File: src/hdl/dcmp_pkg.sv
// Shared types and constants for the DC motor encoder positioner.
`timescale 1ns / 1ps
`default_nettype none
package dcmp_pkg;

    localparam int PWM_PERIOD_DEF     = 400;
    localparam int BACKOFF_COUNTS_DEF = 2;
    localparam int DUTY_W             = 9;
    localparam int POS_W              = 32;
    localparam int COUNTS_W           = 24;

    localparam logic [DUTY_W-1:0] DUTY_RESET = 9'd30;

    localparam logic KIND_TICK = 1'b0;
    localparam logic KIND_MOVE = 1'b1;

    typedef struct packed {
        logic                    kind;
        logic signed [POS_W-1:0] encoder_position;
        logic [COUNTS_W-1:0]     move_counts;
        logic                    move_dir;
        logic                    move_back;
    } in_item_t;

    typedef struct packed {
        logic drive_in_pin;
        logic drive_out_pin;
        logic busy_res;
        logic reached;
        logic accepted;
    } out_item_t;

endpackage
`default_nettype wire

File: src/hdl/dc_motor_pwm_encoder_positioner_core.sv
// Top level of the DC motor encoder positioner with soft PWM drive.
// The accepted transaction waits in the input register; its result is registered
// into the result register once the output side is free, and m_valid then rises.
// Throughput: one transaction per cycle while m_ready is high, set by the single update pass per item.
// An input register and a result register part the two channels.
// Reset: synchronous, active low; phase 0, duty 30, idle, back-off pending,
// both drive pins low, both channel registers empty.
`timescale 1ns / 1ps
`default_nettype none
module dc_motor_pwm_encoder_positioner_core #(
    parameter int PWM_PERIOD     = dcmp_pkg::PWM_PERIOD_DEF,
    parameter int BACKOFF_COUNTS = dcmp_pkg::BACKOFF_COUNTS_DEF
) (
    input  wire                            aclk,
    input  wire                            aresetn,
    input  wire                            cfg_we,
    input  wire [dcmp_pkg::DUTY_W-1:0]     cfg_wdata,
    input  wire                            s_valid,
    output logic                           s_ready,
    input  wire dcmp_pkg::in_item_t        s_data,
    output logic                           m_valid,
    input  wire                            m_ready,
    output dcmp_pkg::out_item_t            m_data
);
    import dcmp_pkg::*;

    logic      in_valid_reg, in_valid_next;
    in_item_t  in_data_reg;
    logic      m_valid_reg, m_valid_next;
    out_item_t m_data_reg;
    out_item_t step_result;
    logic      advance;

    assign advance = in_valid_reg && (!m_valid_reg || m_ready);
    assign s_ready = !in_valid_reg || advance;
    assign m_valid = m_valid_reg;
    assign m_data  = m_data_reg;

    always_comb begin
        if (s_valid && s_ready) begin
            in_valid_next = 1'b1;
        end else if (advance) begin
            in_valid_next = 1'b0;
        end else begin
            in_valid_next = in_valid_reg;
        end
        if (advance) begin
            m_valid_next = 1'b1;
        end else if (m_ready) begin
            m_valid_next = 1'b0;
        end else begin
            m_valid_next = m_valid_reg;
        end
    end

    dcmp_ctrl #(
        .PWM_PERIOD     (PWM_PERIOD),
        .BACKOFF_COUNTS (BACKOFF_COUNTS)
    ) u_ctrl (
        .aclk      (aclk),
        .aresetn   (aresetn),
        .cfg_we    (cfg_we),
        .cfg_wdata (cfg_wdata),
        .step_en   (advance),
        .item      (in_data_reg),
        .result    (step_result)
    );

    always_ff @(posedge aclk) begin
        if (!aresetn) begin
            in_valid_reg <= 1'b0;
            m_valid_reg  <= 1'b0;
        end else begin
            in_valid_reg <= in_valid_next;
            m_valid_reg  <= m_valid_next;
        end
    end

    always_ff @(posedge aclk) begin
        if (s_valid && s_ready) begin
            in_data_reg <= s_data;
        end
        if (advance) begin
            m_data_reg <= step_result;
        end
    end

    a_one_pin_high: assert property (@(posedge aclk) disable iff (!aresetn)
        m_valid_reg |-> !(m_data_reg.drive_in_pin && m_data_reg.drive_out_pin))
        else $error("both drive pins high");

    a_reach_vs_accept: assert property (@(posedge aclk) disable iff (!aresetn)
        m_valid_reg |-> !(m_data_reg.reached && m_data_reg.accepted))
        else $error("reached and accepted in one result");

    a_accept_busy: assert property (@(posedge aclk) disable iff (!aresetn)
        (m_valid_reg && m_data_reg.accepted) |-> m_data_reg.busy_res)
        else $error("accepted move not busy");

    a_hold_pending: assert property (@(posedge aclk) disable iff (!aresetn)
        (in_valid_reg && !advance) |=> (in_valid_reg && $stable(in_data_reg)))
        else $error("pending transaction lost");

    a_full_stall: assert property (@(posedge aclk) disable iff (!aresetn)
        (in_valid_reg && m_valid_reg && !m_ready) |-> !s_ready)
        else $error("ready while both stages full");

endmodule
`default_nettype wire

File: src/hdl/dcmp_ctrl.sv
// Positioner state, PWM phase and per-transaction update logic.
`timescale 1ns / 1ps
`default_nettype none
module dcmp_ctrl #(
    parameter int PWM_PERIOD     = dcmp_pkg::PWM_PERIOD_DEF,
    parameter int BACKOFF_COUNTS = dcmp_pkg::BACKOFF_COUNTS_DEF
) (
    input  wire                            aclk,
    input  wire                            aresetn,
    input  wire                            cfg_we,
    input  wire [dcmp_pkg::DUTY_W-1:0]     cfg_wdata,
    input  wire                            step_en,
    input  wire dcmp_pkg::in_item_t        item,
    output dcmp_pkg::out_item_t            result
);
    import dcmp_pkg::*;

    localparam int PHASE_W = $clog2(PWM_PERIOD);
    localparam int CMP_W   = (PHASE_W > DUTY_W) ? PHASE_W : DUTY_W;

    logic [DUTY_W-1:0]       duty_reg;
    logic [PHASE_W-1:0]      phase_reg, phase_next;
    logic signed [POS_W-1:0] target_reg, target_next;
    logic                    dir_reg, dir_next;
    logic                    running_reg, running_next;
    logic                    backoff_reg, backoff_next;
    logic                    in_pin_reg, in_pin_next;
    logic                    out_pin_reg, out_pin_next;

    logic [PHASE_W:0]        phase_inc;
    logic                    pwm_level;
    logic                    arrived;
    logic                    active_level;
    logic                    reached;
    logic                    accepted;

    always_comb begin
        phase_inc    = {1'b0, phase_reg} + (PHASE_W+1)'(1);
        phase_next   = phase_reg;
        target_next  = target_reg;
        dir_next     = dir_reg;
        running_next = running_reg;
        backoff_next = backoff_reg;
        in_pin_next  = in_pin_reg;
        out_pin_next = out_pin_reg;
        reached      = 1'b0;
        accepted     = 1'b0;
        pwm_level    = 1'b0;
        arrived      = 1'b0;
        active_level = 1'b0;

        if (item.kind == KIND_MOVE) begin
            if (!running_reg) begin
                accepted     = 1'b1;
                running_next = 1'b1;
                dir_next     = item.move_dir;
                backoff_next = item.move_back;
                if (item.move_dir) begin
                    target_next = item.encoder_position
                                  + $signed({8'b0, item.move_counts});
                end else begin
                    target_next = item.encoder_position
                                  - $signed({8'b0, item.move_counts});
                end
            end
        end else begin
            if (phase_inc >= (PHASE_W+1)'(PWM_PERIOD)) begin
                phase_next = '0;
            end else begin
                phase_next = phase_inc[PHASE_W-1:0];
            end
            if (running_reg) begin
                pwm_level = CMP_W'(phase_next) < CMP_W'(duty_reg);
                arrived   = dir_reg ? (item.encoder_position >= target_reg)
                                    : (target_reg >= item.encoder_position);
                active_level = arrived ? 1'b0 : pwm_level;
                if (dir_reg) begin
                    out_pin_next = active_level;
                end else begin
                    in_pin_next = active_level;
                end
                if (arrived) begin
                    reached      = 1'b1;
                    running_next = 1'b0;
                    if (backoff_reg) begin
                        backoff_next = 1'b0;
                        running_next = 1'b1;
                        dir_next     = !dir_reg;
                        if (dir_reg) begin
                            target_next = item.encoder_position
                                          - $signed(POS_W'(BACKOFF_COUNTS));
                        end else begin
                            target_next = item.encoder_position
                                          + $signed(POS_W'(BACKOFF_COUNTS));
                        end
                    end
                end
            end
        end

        result.drive_in_pin  = in_pin_next;
        result.drive_out_pin = out_pin_next;
        result.busy_res      = running_next;
        result.reached       = reached;
        result.accepted      = accepted;
    end

    always_ff @(posedge aclk) begin
        if (!aresetn) begin
            duty_reg <= DUTY_RESET;
        end else if (cfg_we) begin
            duty_reg <= cfg_wdata;
        end
    end

    always_ff @(posedge aclk) begin
        if (!aresetn) begin
            phase_reg   <= '0;
            target_reg  <= '0;
            dir_reg     <= 1'b0;
            running_reg <= 1'b0;
            backoff_reg <= 1'b1;
            in_pin_reg  <= 1'b0;
            out_pin_reg <= 1'b0;
        end else if (step_en) begin
            phase_reg   <= phase_next;
            target_reg  <= target_next;
            dir_reg     <= dir_next;
            running_reg <= running_next;
            backoff_reg <= backoff_next;
            in_pin_reg  <= in_pin_next;
            out_pin_reg <= out_pin_next;
        end
    end

endmodule
`default_nettype wire
File: config.mk
export PLATFORM = sky130hd
export DESIGN_NAME = dc_motor_pwm_encoder_positioner_core
export DESIGN_NICKNAME = d
export VERILOG_FILES = /design/src/hdl/dcmp_pkg.sv /design/src/hdl/dc_motor_pwm_encoder_positioner_core.sv /design/src/hdl/dcmp_ctrl.sv
export SDC_FILE = /design/constraint.sdc
export NUM_CORES = 1
export LEC_CHECK = 0
export BUFFER_PORTS_ARGS = -buffer_cell sky130_fd_sc_hd__buf_2
export CORE_ASPECT_RATIO = 1.75
export CORE_MARGIN = 2
export CORE_UTILIZATION = 50
export DETAILED_ROUTE_END_ITERATION = 7
export GPL_ROUTABILITY_DRIVEN = 0
export GPL_TIMING_DRIVEN = 0
export PLACE_DENSITY = 0.66
export SLEW_MARGIN = 20
export SYNTH_ARGS = -nofsm -noshare
export SYNTH_HDL_FRONTEND = slang
export SYNTH_HIERARCHICAL = 1
export SYNTH_SLANG_ARGS = --single-unit
File: constraint.sdc
create_clock -name aclk -period 5.15 [get_ports aclk]
set_input_delay 0.515 -clock aclk [delete_from_list [all_inputs] [get_ports aclk]]
set_output_delay 0.515 -clock aclk [all_outputs]
set_load 0.03 [all_outputs]
==> results of run 1 <==
[synth_stat cells, types with 17 or more instances]
| library cell | instances | share of area |
|---|---|---|
| a21oi_1 | 115 | 0.062 |
| o21ai_0 | 49 | 0.026 |
| nor2_1 | 109 | 0.044 |
| inv_1 | 61 | 0.025 |
| xnor2_1 | 39 | 0.037 |
| nand4_1 | 17 | 0.011 |
| ha_1 | 103 | 0.14 |
| clkbuf_1 | 25 | 0.010 |
| dfxtp_1 | 57 | 0.12 |
| nor3_1 | 22 | 0.012 |
| a21o_1 | 29 | 0.023 |
| nand3_1 | 19 | 0.010 |
| edfxtp_1 | 64 | 0.21 |
| nand2_1 | 83 | 0.033 |
| xor2_1 | 45 | 0.042 |
[where the power goes]
part	leakage, nW	total, mW	internal, mW	switching (mW)
registers	1.09	1.12	1.07	0.0477
logic	3.33	0.767	0.315	0.452
clock network	0.292	1.18	0.701	0.477
total	4.71	3.07	2.09	0.977
[stage by stage]
step	TNS, ns	cells
2_1_floorplan	0	1063
3_3_place_gp	-18.32	1380
3_5_place_dp	-0.161	1383
4_1_cts	0	1415
5_1_grt	0	1415
6_report	0	1415
[cells by family after synthesis]
logic type      after synthesis  share of synthesized area
xor+xnor                     84                     0.0790
simple gates                305                      0.154
compound gates              331                      0.235
mux                          12                     0.0136
fa+ha+maj                   105                      0.143
buf+inv                     105                     0.0473
flops                       121                      0.329
[worst reg2reg max path, stage by stage (launching register included)]
cell and delay [ns]:
edfxtp_1 0.58, clkbuf_1 0.67, mux2_2 0.47, fa_1 0.47
a211oi_1 0.30, o21ai_0 0.25, o21ai_0 0.49, o21ai_0 0.29
a41oi_1 0.44, o21ai_1 0.18, a311oi_1 0.41, xnor2_1 0.11
mux2i_1 0.24, a21oi_1 0.10
[per-layer routing]
metal,routed length [um],GRT usage,vias up
met5,0,0,-
met4,1120,0.130,0
met3,694,0.0407,69
met2,12800,0.468,173
met1,9730,0.277,3762
li1,-,-,4092
[cell type report]
type | instances | area share
multi-input cells | 837 | 0.545
flip-flops and latches | 121 | 0.287
repair buffers | 82 | 0.0447
clock buffers | 18 | 0.0421
well taps | 238 | 0.0278
inverters | 63 | 0.0221
plain buffers | 42 | 0.0191
clock inverters | 14 | 0.0124
[worst paths after layout]
kind / startpoint / endpoint / slack, ns
max reg2reg: in_data_reg[1]$_DFFE_PP_ / u_ctrl/target_reg[30]$_SDFFE_PN0P_ / 0.05
min: s_data[35] / in_data_reg[35]$_DFFE_PP_ / 0.26
min reg2reg: u_ctrl/in_pin_reg$_SDFFE_PN0P_ / u_ctrl/in_pin_reg$_SDFFE_PN0P_ / 0.47
max: in_data_reg[1]$_DFFE_PP_ / u_ctrl/target_reg[30]$_SDFFE_PN0P_ / 0.05
[repair_timing]
item                                    4_1_cts  5_1_grt
setup buffers                                 0        0
endpoints found under the setup margin        1        1
gates resized for setup                       1        1
pin swaps                                     0        0
==> results.md, run 1 <==
* Status: completed
* Final hold violation count at 0
* CP endpoint kind: flop
* Post-Syn Area at 0.00931 mm2
* Worst-path clk slew at 0.06 ns
* Hold WC Path Type: input pin to flop
* Critical Path Stages at 13
* Area growth syn-to-layout at 14.8%
* Power Total at 3.07 mW
* Worst vdd ir at 0.306 mV
* LEAKAGE at 4.71 nW
* Layout cell share with drive strength beyond 1 at 0.137
* Initial antenna violation count at 0
* Final setup viols at 0
* Ys async rst share at 0
* Fin nets at 1342
* Util after Layout at 0.581
* CP cell instances: clkbuf_1 > mux2_2 > fa_1 > a211oi_1 > o21ai_0 > o21ai_0 > o21ai_0 > a41oi_1 > o21ai_1 > a311oi_1 > xnor2_1 > mux2i_1 > a21oi_1
* Achievable clock frequency at 196 MHz
* Number of synthesized register bits at 121
* PD cells at 287 mW/mm2
* Count of pins over their slew limit at 0
* CTS Buf Count at 17
* Design area at 0.0107 mm2
* Final Hold Slack at 0.259 ns
* Tcrit/Tclk final at 0.991
* Critical path's most frequent cell: o21ai_0
* Min Tclk post-route at 5.10 ns
* Pin count of the biggest net entering global routing at 28
* Distinct cells, synth at 77
* Post-Route WL at 24.3 mm
* Tot GR Track Use at 0.255
* Post-Syn Nets at 1241
* Post-layout worst setup margin at 0.0489 ns
* # clock sinks at 121
* Global-route wire length before repair at 39.0 mm
* Place WS at -0.161 ns
* Multi-input logic area at 0.00583 mm2
* Buf/Inv on CP at 1
* Die area at 0.0198 mm2
* Most common cell after layout, fill and taps aside: a21oi_1
* Startpoint Class: flop
* Htree depth at 4
* WP data arrival at 5.41 ns
* RSZ-0062 raised after global routing: false
* Vias in the first global route at 7981
* Yosys warns at 6
* Cts hold-fix bufs at 0
* Sequential fraction of the synthesis area at 0.329
* Initial Utilization at 0.506
* Layout Skew at 0.00938 ns
* IO Port Bufs at 79
* CTS root buffer: clkbuf_16
* R2R depth at 13
* Crit Path Class: flop to flop
* Number of flops mapped to enable cells by yosys at 64
* Worst Path Max Fanout at 10
* Die width at 107 um
* CP delay by family, top: compound AO/OA/AOI/OAI gates
* Row count at 66
* Grt ovf at 0
* Syn Area/Cell at 8.76 um2
* Max Buffers Root-to-Sink at 2
* Die H at 185 um
* Number of flip-flops in the largest register at 59
* Area after DPL at 0.0101 mm2
* Relative slew margins at 0.349
* Via/cell ratio at 5.72
* Clk Latency, worst-skew pair at 0.43 ns
* Max-cap violations at 0
* Wire per inst at 17.2 um
* CTS tree: done
* Starting DRC count in detailed routing at 421
* Ys flop type: edfxtp_1
* Fillers at 1690
* Routed Antenna Nets at 0
* WP data required at 5.46 ns
* Ports at 80
* CORE AREA at 0.0184 mm2
* Inserted Diodes at 0
* Syn Inst Count at 1063
* FF/Latch Area at 0.00306 mm2
* Vias at 8096
* CP max stage cell: clkbuf_1
* Crit-path max cell delay at 0.67 ns
* Hold Path Depth at 1
* Final HPWL DP at 18.9 mm
* Most frequent cells in the layout: a21oi_1 (114), nor2_1 (108), ha_1 (103)
* Worst Tran Pin Value at 0.975 ns
* DRC errors left at 0
* Router iterations before antenna repair at 5
(Power assumes the default switching activity.)
==> run 2: changes to the inputs <==
--- a/config.mk
+++ b/config.mk
@@ -5,14 +5,15 @@
 export SDC_FILE = /design/constraint.sdc
 export NUM_CORES = 1
 export LEC_CHECK = 0
-export BUFFER_PORTS_ARGS = -buffer_cell sky130_fd_sc_hd__buf_2
+export BUFFER_PORTS_ARGS = -buffer_cell sky130_fd_sc_hd__buf_4
 export CORE_ASPECT_RATIO = 1.75
 export CORE_MARGIN = 2
-export CORE_UTILIZATION = 50
+export CORE_UTILIZATION = 61
+export CTS_CLUSTER_DIAMETER = 100
 export DETAILED_ROUTE_END_ITERATION = 7
 export GPL_ROUTABILITY_DRIVEN = 0
 export GPL_TIMING_DRIVEN = 0
-export PLACE_DENSITY = 0.66
+export PLACE_DENSITY = 0.78
 export SLEW_MARGIN = 20
 export SYNTH_ARGS = -nofsm -noshare
 export SYNTH_HDL_FRONTEND = slang
==> results.md, run 2 (synthesis results as in run 1) <==
* Achievable clock frequency at 208 MHz (was 196 MHz)
* Ports at 80 (unchanged)
* Inserted Diodes at 0 (unchanged)
* Starting DRC count in detailed routing at 519 (was 421)
* Hold WC Path Type: input pin to flop (unchanged)
* Global-route wire length before repair at 39.6 mm (was 39.0 mm)
* Via/cell ratio at 6.21 (was 5.72)
* # clock sinks at 121 (unchanged)
* Vias in the first global route at 8576 (was 7981)
* Worst Path Max Fanout at 7 (was 10)
* Tcrit/Tclk final at 0.934 (was 0.991)
* IO Port Bufs at 79 (unchanged)
* Die area at 0.0163 mm2 (was 0.0198 mm2)
* Post-layout worst setup margin at 0.339 ns (was 0.0489 ns)
* Final Hold Slack at 0.266 ns (was 0.259 ns)
* Die H at 167 um (was 185 um)
* Crit path launch: in_data_reg[2]$_DFFE_PP_ (was in_data_reg[1]$_DFFE_PP_)
* Worst vdd ir at 0.231 mV (was 0.306 mV)
* Wire per inst at 18.2 um (was 17.2 um)
* Initial Utilization at 0.625 (was 0.506)
* CTS root buffer: clkbuf_16 (unchanged)
* Multi-input logic area at 0.00583 mm2 (unchanged)
* Layout Skew at 0.00875 ns (was 0.00938 ns)
* Fin cells at 1359 (was 1415)
* Max Buffers Root-to-Sink at 2 (unchanged)
* Final HPWL DP at 19.0 mm (was 18.9 mm)
* Place WS at 0.0497 ns (was -0.161 ns)
* CTS Buf Count at 17 (unchanged)
* Clk Latency, worst-skew pair at 0.42 ns (was 0.43 ns)
* Pin count of the biggest net entering global routing at 36 (was 28)
* DRC errors left at 0 (unchanged)
* CORE AREA at 0.0149 mm2 (was 0.0184 mm2)
* Hold_sp: s_data[10] (was s_data[35])
* Reg2reg start: in_data_reg[2]$_DFFE_PP_ (was in_data_reg[1]$_DFFE_PP_)
* Fillers at 1184 (was 1690)
* Initial antenna violation count at 0 (unchanged)
* Area after DPL at 0.0102 mm2 (was 0.0101 mm2)
* Hold Path Depth at 1 (unchanged)
* Min Tclk post-route at 4.81 ns (was 5.10 ns)
* Max-cap violations at 0 (unchanged)
* Most common cell after layout, fill and taps aside: a21oi_1 (unchanged)
* Row count at 59 (was 66)
* Design area at 0.0108 mm2 (was 0.0107 mm2)
* R2R depth at 20 (was 13)
* Startpoint Class: flop (unchanged)
* Vias at 8442 (was 8096)
* Relative slew margins at 0.426 (was 0.349)
* Router iterations before antenna repair at 7 (was 5)
* Most frequent cells in the layout: a21oi_1 (114), nor2_1 (108), ha_1 (103) (unchanged)
* LEAKAGE at 4.78 nW (was 4.71 nW)
* WP data arrival at 5.15 ns (was 5.41 ns)
* WP data required at 5.49 ns (was 5.46 ns)
* CP endpoint kind: flop (unchanged)
* Final setup viols at 0 (unchanged)
* Crit Path Class: flop to flop (unchanged)
* Layout cell share with drive strength beyond 1 at 0.137 (about the same)
* Htree depth at 4 (unchanged)
* FF/Latch Area at 0.00306 mm2 (unchanged)
* Cts hold-fix bufs at 0 (unchanged)
* Grt ovf at 0 (unchanged)
* Routed Antenna Nets at 0 (unchanged)
* Post-Route WL at 24.7 mm (was 24.3 mm)
* # resized after CTS at 0 (was 1)
* Fin nets at 1341 (was 1342)
* CTS tree: done (unchanged)
* Area growth syn-to-layout at 16.1% (was 14.8%)
* PD cells at 287 mW/mm2 (about the same)
* Number of flip-flops in the largest register at 59 (unchanged)
* Setup tns final at 0 ns (unchanged)
* Tot GR Track Use at 0.303 (was 0.255)
* Final hold violation count at 0 (unchanged)
* Status: completed (unchanged)
* Die width at 97.4 um (was 107 um)
* Count of pins over their slew limit at 0 (unchanged)
* Worst-path clk slew at 0.06 ns (about the same)
* Setup bufs post-CTS at 0 (unchanged)
* RSZ-0062 raised after global routing: false (unchanged)
* Inst Count DP at 1327 (was 1383)
* Worst Tran Pin Value at 0.860 ns (was 0.975 ns)
run 2: path summary, 6_finish.rpt:
path,endpoint,slack [ns]
setup / recovery,u_ctrl/target_reg[30]$_SDFFE_PN0P_,0.34
hold / removal,in_data_reg[10]$_DFFE_PP_,0.27
setup reg to reg,u_ctrl/target_reg[30]$_SDFFE_PN0P_,0.34
hold reg to reg,u_ctrl/in_pin_reg$_SDFFE_PN0P_,0.49
run 2: area by class of cell:
class                   instances  area share
clock buffers                  20      0.0452
inverters                      63      0.0219
multi-input cells             837       0.539
plain buffers                  42      0.0190
clock inverters                12      0.0102
flip-flops and latches        121       0.283
well taps                     183      0.0212
repair buffers                 81      0.0599
run 2: per-stage QoR:
stage                      util  total power, mW
final                     0.725             3.11
after CTS                 0.724             3.11
after global placement    0.680             1.89
after global routing      0.725             3.24
after detailed placement  0.684             1.91
after floorplan               -             1.69
run 2: routing by layer:
layer | global-route usage | part of all wire | wire [um]
met4 | 0.168 | 0.050 | 1250
met2 | 0.577 | 0.54 | 13300
met5 | 0 | 0 | 0
met1 | 0.303 | 0.36 | 8980
met3 | 0.0572 | 0.048 | 1180
run 2: critical path, stage by stage (launching register included):
cell      delay (ns)
edfxtp_1        0.45
inv_1           0.09
ha_1            0.17
nor2b_1         0.23
nand2_1         0.17
nor4_2          0.38
nand3b_1        0.24
nor2_2          0.41
a21oi_1         0.15
xor2_1          0.16
ha_1            0.27
clkbuf_1        0.19
o21a_1          0.22
nor2_1          0.12
o31ai_1         0.09
a41oi_1         0.36
o21ai_1         0.18
a311oi_1        0.35
xnor2_1         0.18
mux2i_1         0.11
a21oi_1         0.20
run 2: power breakdown:
part           internal (mW)  switching [mW]  total (mW)
registers               1.07          0.0497        1.12
clock network          0.737           0.460        1.20
logic                  0.330           0.457       0.787
total                   2.14           0.967        3.11
==> run 3: changes to the inputs <==
--- a/config.mk
+++ b/config.mk
@@ -6,13 +6,13 @@
 export NUM_CORES = 1
 export LEC_CHECK = 0
 export BUFFER_PORTS_ARGS = -buffer_cell sky130_fd_sc_hd__buf_4
+export CAP_MARGIN = 0
 export CORE_ASPECT_RATIO = 1.75
 export CORE_MARGIN = 2
 export CORE_UTILIZATION = 61
 export CTS_CLUSTER_DIAMETER = 100
 export DETAILED_ROUTE_END_ITERATION = 7
 export GPL_ROUTABILITY_DRIVEN = 0
-export GPL_TIMING_DRIVEN = 0
 export PLACE_DENSITY = 0.78
 export SLEW_MARGIN = 20
 export SYNTH_ARGS = -nofsm -noshare
==> results.md, run 3 (synthesis results as in run 1) <==
* Most used routing layer in global routing: met2 (unchanged)
* Switching pwr at 0.946 mW (was 0.967 mW)
* Grt ovf at 0 (unchanged)
* Final HPWL DP at 17.5 mm (was 19.0 mm)
* Crit Path Class: flop to flop (unchanged)
* Area growth syn-to-layout at 13.8% (was 16.1%)
* Fin cells at 1324 (was 1359)
* Layout Skew at 0.0131 ns (was 0.00875 ns)
* Tcrit/Tclk final at 0.898 (was 0.934)
* Vias at 8263 (was 8442)
* Final Hold Slack at 0.274 ns (was 0.266 ns)
* Worst vdd ir at 0.227 mV (was 0.231 mV)
* Setup bufs post-CTS at 0 (unchanged)
* CTS root buffer: clkbuf_16 (unchanged)
* Sw frac at 0.311 (about the same)
* Router iterations before antenna repair at 5 (was 7)
* Startpoint Class: flop (unchanged)
* Hold WC Path Type: input pin to flop (unchanged)
* Via/cell ratio at 6.24 (was 6.21)
* WP data arrival at 4.97 ns (was 5.15 ns)
* Status: completed (unchanged)
* IO Port Bufs at 79 (unchanged)
* PD cells at 287 mW/mm2 (about the same)
* Inst Count DP at 1292 (was 1327)
* Multi-input logic area at 0.00583 mm2 (about the same)
* Met3 GRT Util at 0.0438 (was 0.0572)
* Worst Path Max Fanout at 6 (was 7)
* WP data required at 5.49 ns (about the same)
* Inserted Diodes at 0 (unchanged)
* Final hold violation count at 0 (unchanged)
* Max Buffers Root-to-Sink at 2 (unchanged)
* Post-Route WL at 23.5 mm (was 24.7 mm)
* Internal power at 2.10 mW (was 2.14 mW)
* Vias in the first global route at 8236 (was 8576)
* Wire per inst at 17.8 um (was 18.2 um)
* Layout cell share with drive strength beyond 1 at 0.133 (was 0.137)
* Most frequent cells in the layout: a21oi_1 (114), nor2_1 (109), ha_1 (103) (was a21oi_1 (114), nor2_1 (108), ha_1 (103))
* Relative slew margins at 0.387 (was 0.426)
* Util after Layout at 0.711 (was 0.725)
* Final setup viols at 0 (unchanged)
* CTS tree: done (unchanged)
* Die area at 0.0163 mm2 (unchanged)
* CORE AREA at 0.0149 mm2 (unchanged)
* Clock share of power at 0.379 (was 0.385)
* Pin count of the biggest net entering global routing at 55 (was 36)
* Global-route wire length before repair at 38.4 mm (was 39.6 mm)
* Worst-path clk slew at 0.06 ns (about the same)
* Row count at 59 (unchanged)
* Ports at 80 (unchanged)
* Count of pins over their slew limit at 0 (unchanged)
* Met1 usage at 0.305 (was 0.303)
* RSZ-0062 raised after global routing: false (unchanged)
* Starting DRC count in detailed routing at 541 (was 519)
* DRC errors left at 0 (unchanged)
* Clk Latency, worst-skew pair at 0.41 ns (was 0.42 ns)
* LEAKAGE at 4.69 nW (was 4.78 nW)
* Achievable clock frequency at 216 MHz (was 208 MHz)
* Design area at 0.0106 mm2 (was 0.0108 mm2)
* Number of flip-flops in the largest register at 59 (unchanged)
* Tot GR Track Use at 0.289 (was 0.303)
* Combinational group share of total power at 0.253 (about the same)
* FF/Latch Area at 0.00306 mm2 (about the same)
* Most common cell after layout, fill and taps aside: a21oi_1 (unchanged)
* Area after DPL at 0.0100 mm2 (was 0.0102 mm2)
* Htree depth at 4 (unchanged)
* Initial Utilization at 0.625 (unchanged)
* Die width at 97.4 um (unchanged)
* Fillers at 1189 (was 1184)
* CP endpoint kind: flop (unchanged)
* Sequential power share at 0.369 (was 0.361)
* Setup tns final at 0 ns (unchanged)
* # clock sinks at 121 (unchanged)
* CTS Buf Count at 17 (unchanged)
* Min Tclk post-route at 4.62 ns (was 4.81 ns)
* Met2 Resource Use GR at 0.538 (was 0.577)
* Initial antenna violation count at 0 (unchanged)
* Worst Tran Pin Value at 0.917 ns (was 0.860 ns)
* Die H at 167 um (unchanged)
* Max-cap violations at 0 (unchanged)
* Fin nets at 1306 (was 1341)
* Routed Antenna Nets at 0 (unchanged)
-- run 3: path summary, 6_finish.rpt --
check | slack (ns) | startpoint | depth (start not counted) | to
worst max-delay path | 0.53 | in_data_reg[7]$_DFFE_PP_ | 17 | u_ctrl/target_reg[30]$_SDFFE_PN0P_
worst min-delay path | 0.27 | s_data[15] | 1 | in_data_reg[15]$_DFFE_PP_
worst max register to register | 0.53 | in_data_reg[7]$_DFFE_PP_ | 17 | u_ctrl/target_reg[30]$_SDFFE_PN0P_
worst min register to register | 0.47 | u_ctrl/out_pin_reg$_SDFFE_PN0P_ | 2 | u_ctrl/out_pin_reg$_SDFFE_PN0P_
-- run 3: through the flow --
stage	total power, mW	setup WS [ns]
floorplan	1.69	1.15
global placement	1.87	0.618
detailed placement	1.89	0.492
CTS	3.05	0.471
global route	3.19	0.179
finish	3.04	0.526
-- run 3: routing by layer --
layer | vias up | routed length, um
met3 | 99 | 1010
met2 | 279 | 12500
met1 | 3886 | 8670
met5 | - | 0
met4 | 0 | 1340
li1 | 3999 | -
-- run 3: what timing repair did --
item / in CTS / in global routing
resized for setup: 0 / 1
hold buffers: 0 / 0
endpoints found under the setup margin: 0 / 1
-- run 3: layout make-up --
| type | count | share of cell area |
|---|---|---|
| inverters | 63 | 0.0223 |
| well taps | 183 | 0.0216 |
| clock inverters | 11 | 0.00755 |
| repair buffers | 88 | 0.0623 |
| multi-input cells | 837 | 0.550 |
| clock buffers | 21 | 0.0475 |
| flip-flops and latches | 121 | 0.289 |
-- run 3: power groups by stage --
| stage | clock, mW | combinational, mW | sequential [mW] |
|---|---|---|---|
| 2_1_floorplan | 0 | 0.559 | 1.13 |
| 3_3_place_gp | 0 | 0.734 | 1.14 |
| 3_5_place_dp | 0 | 0.745 | 1.14 |
| 4_1_cts | 1.17 | 0.756 | 1.12 |
| 5_1_grt | 1.21 | 0.844 | 1.13 |
| 6_report | 1.15 | 0.769 | 1.12 |
-- run 3: worst max-delay path: stages, from the launching register on --
cell      delay (ns)
edfxtp_1        0.43
nor4_1          0.38
and2_1          0.28
nand3b_1        0.16
nor3b_1         0.42
and2b_1         0.33
a21oi_1         0.12
xor2_1          0.16
ha_1            0.36
a211o_1         0.31
nor3_1          0.19
o31ai_1         0.10
a41oi_1         0.40
o21ai_1         0.18
a311oi_1        0.35
xnor2_1         0.15
mux2i_1         0.09
a21oi_1         0.16
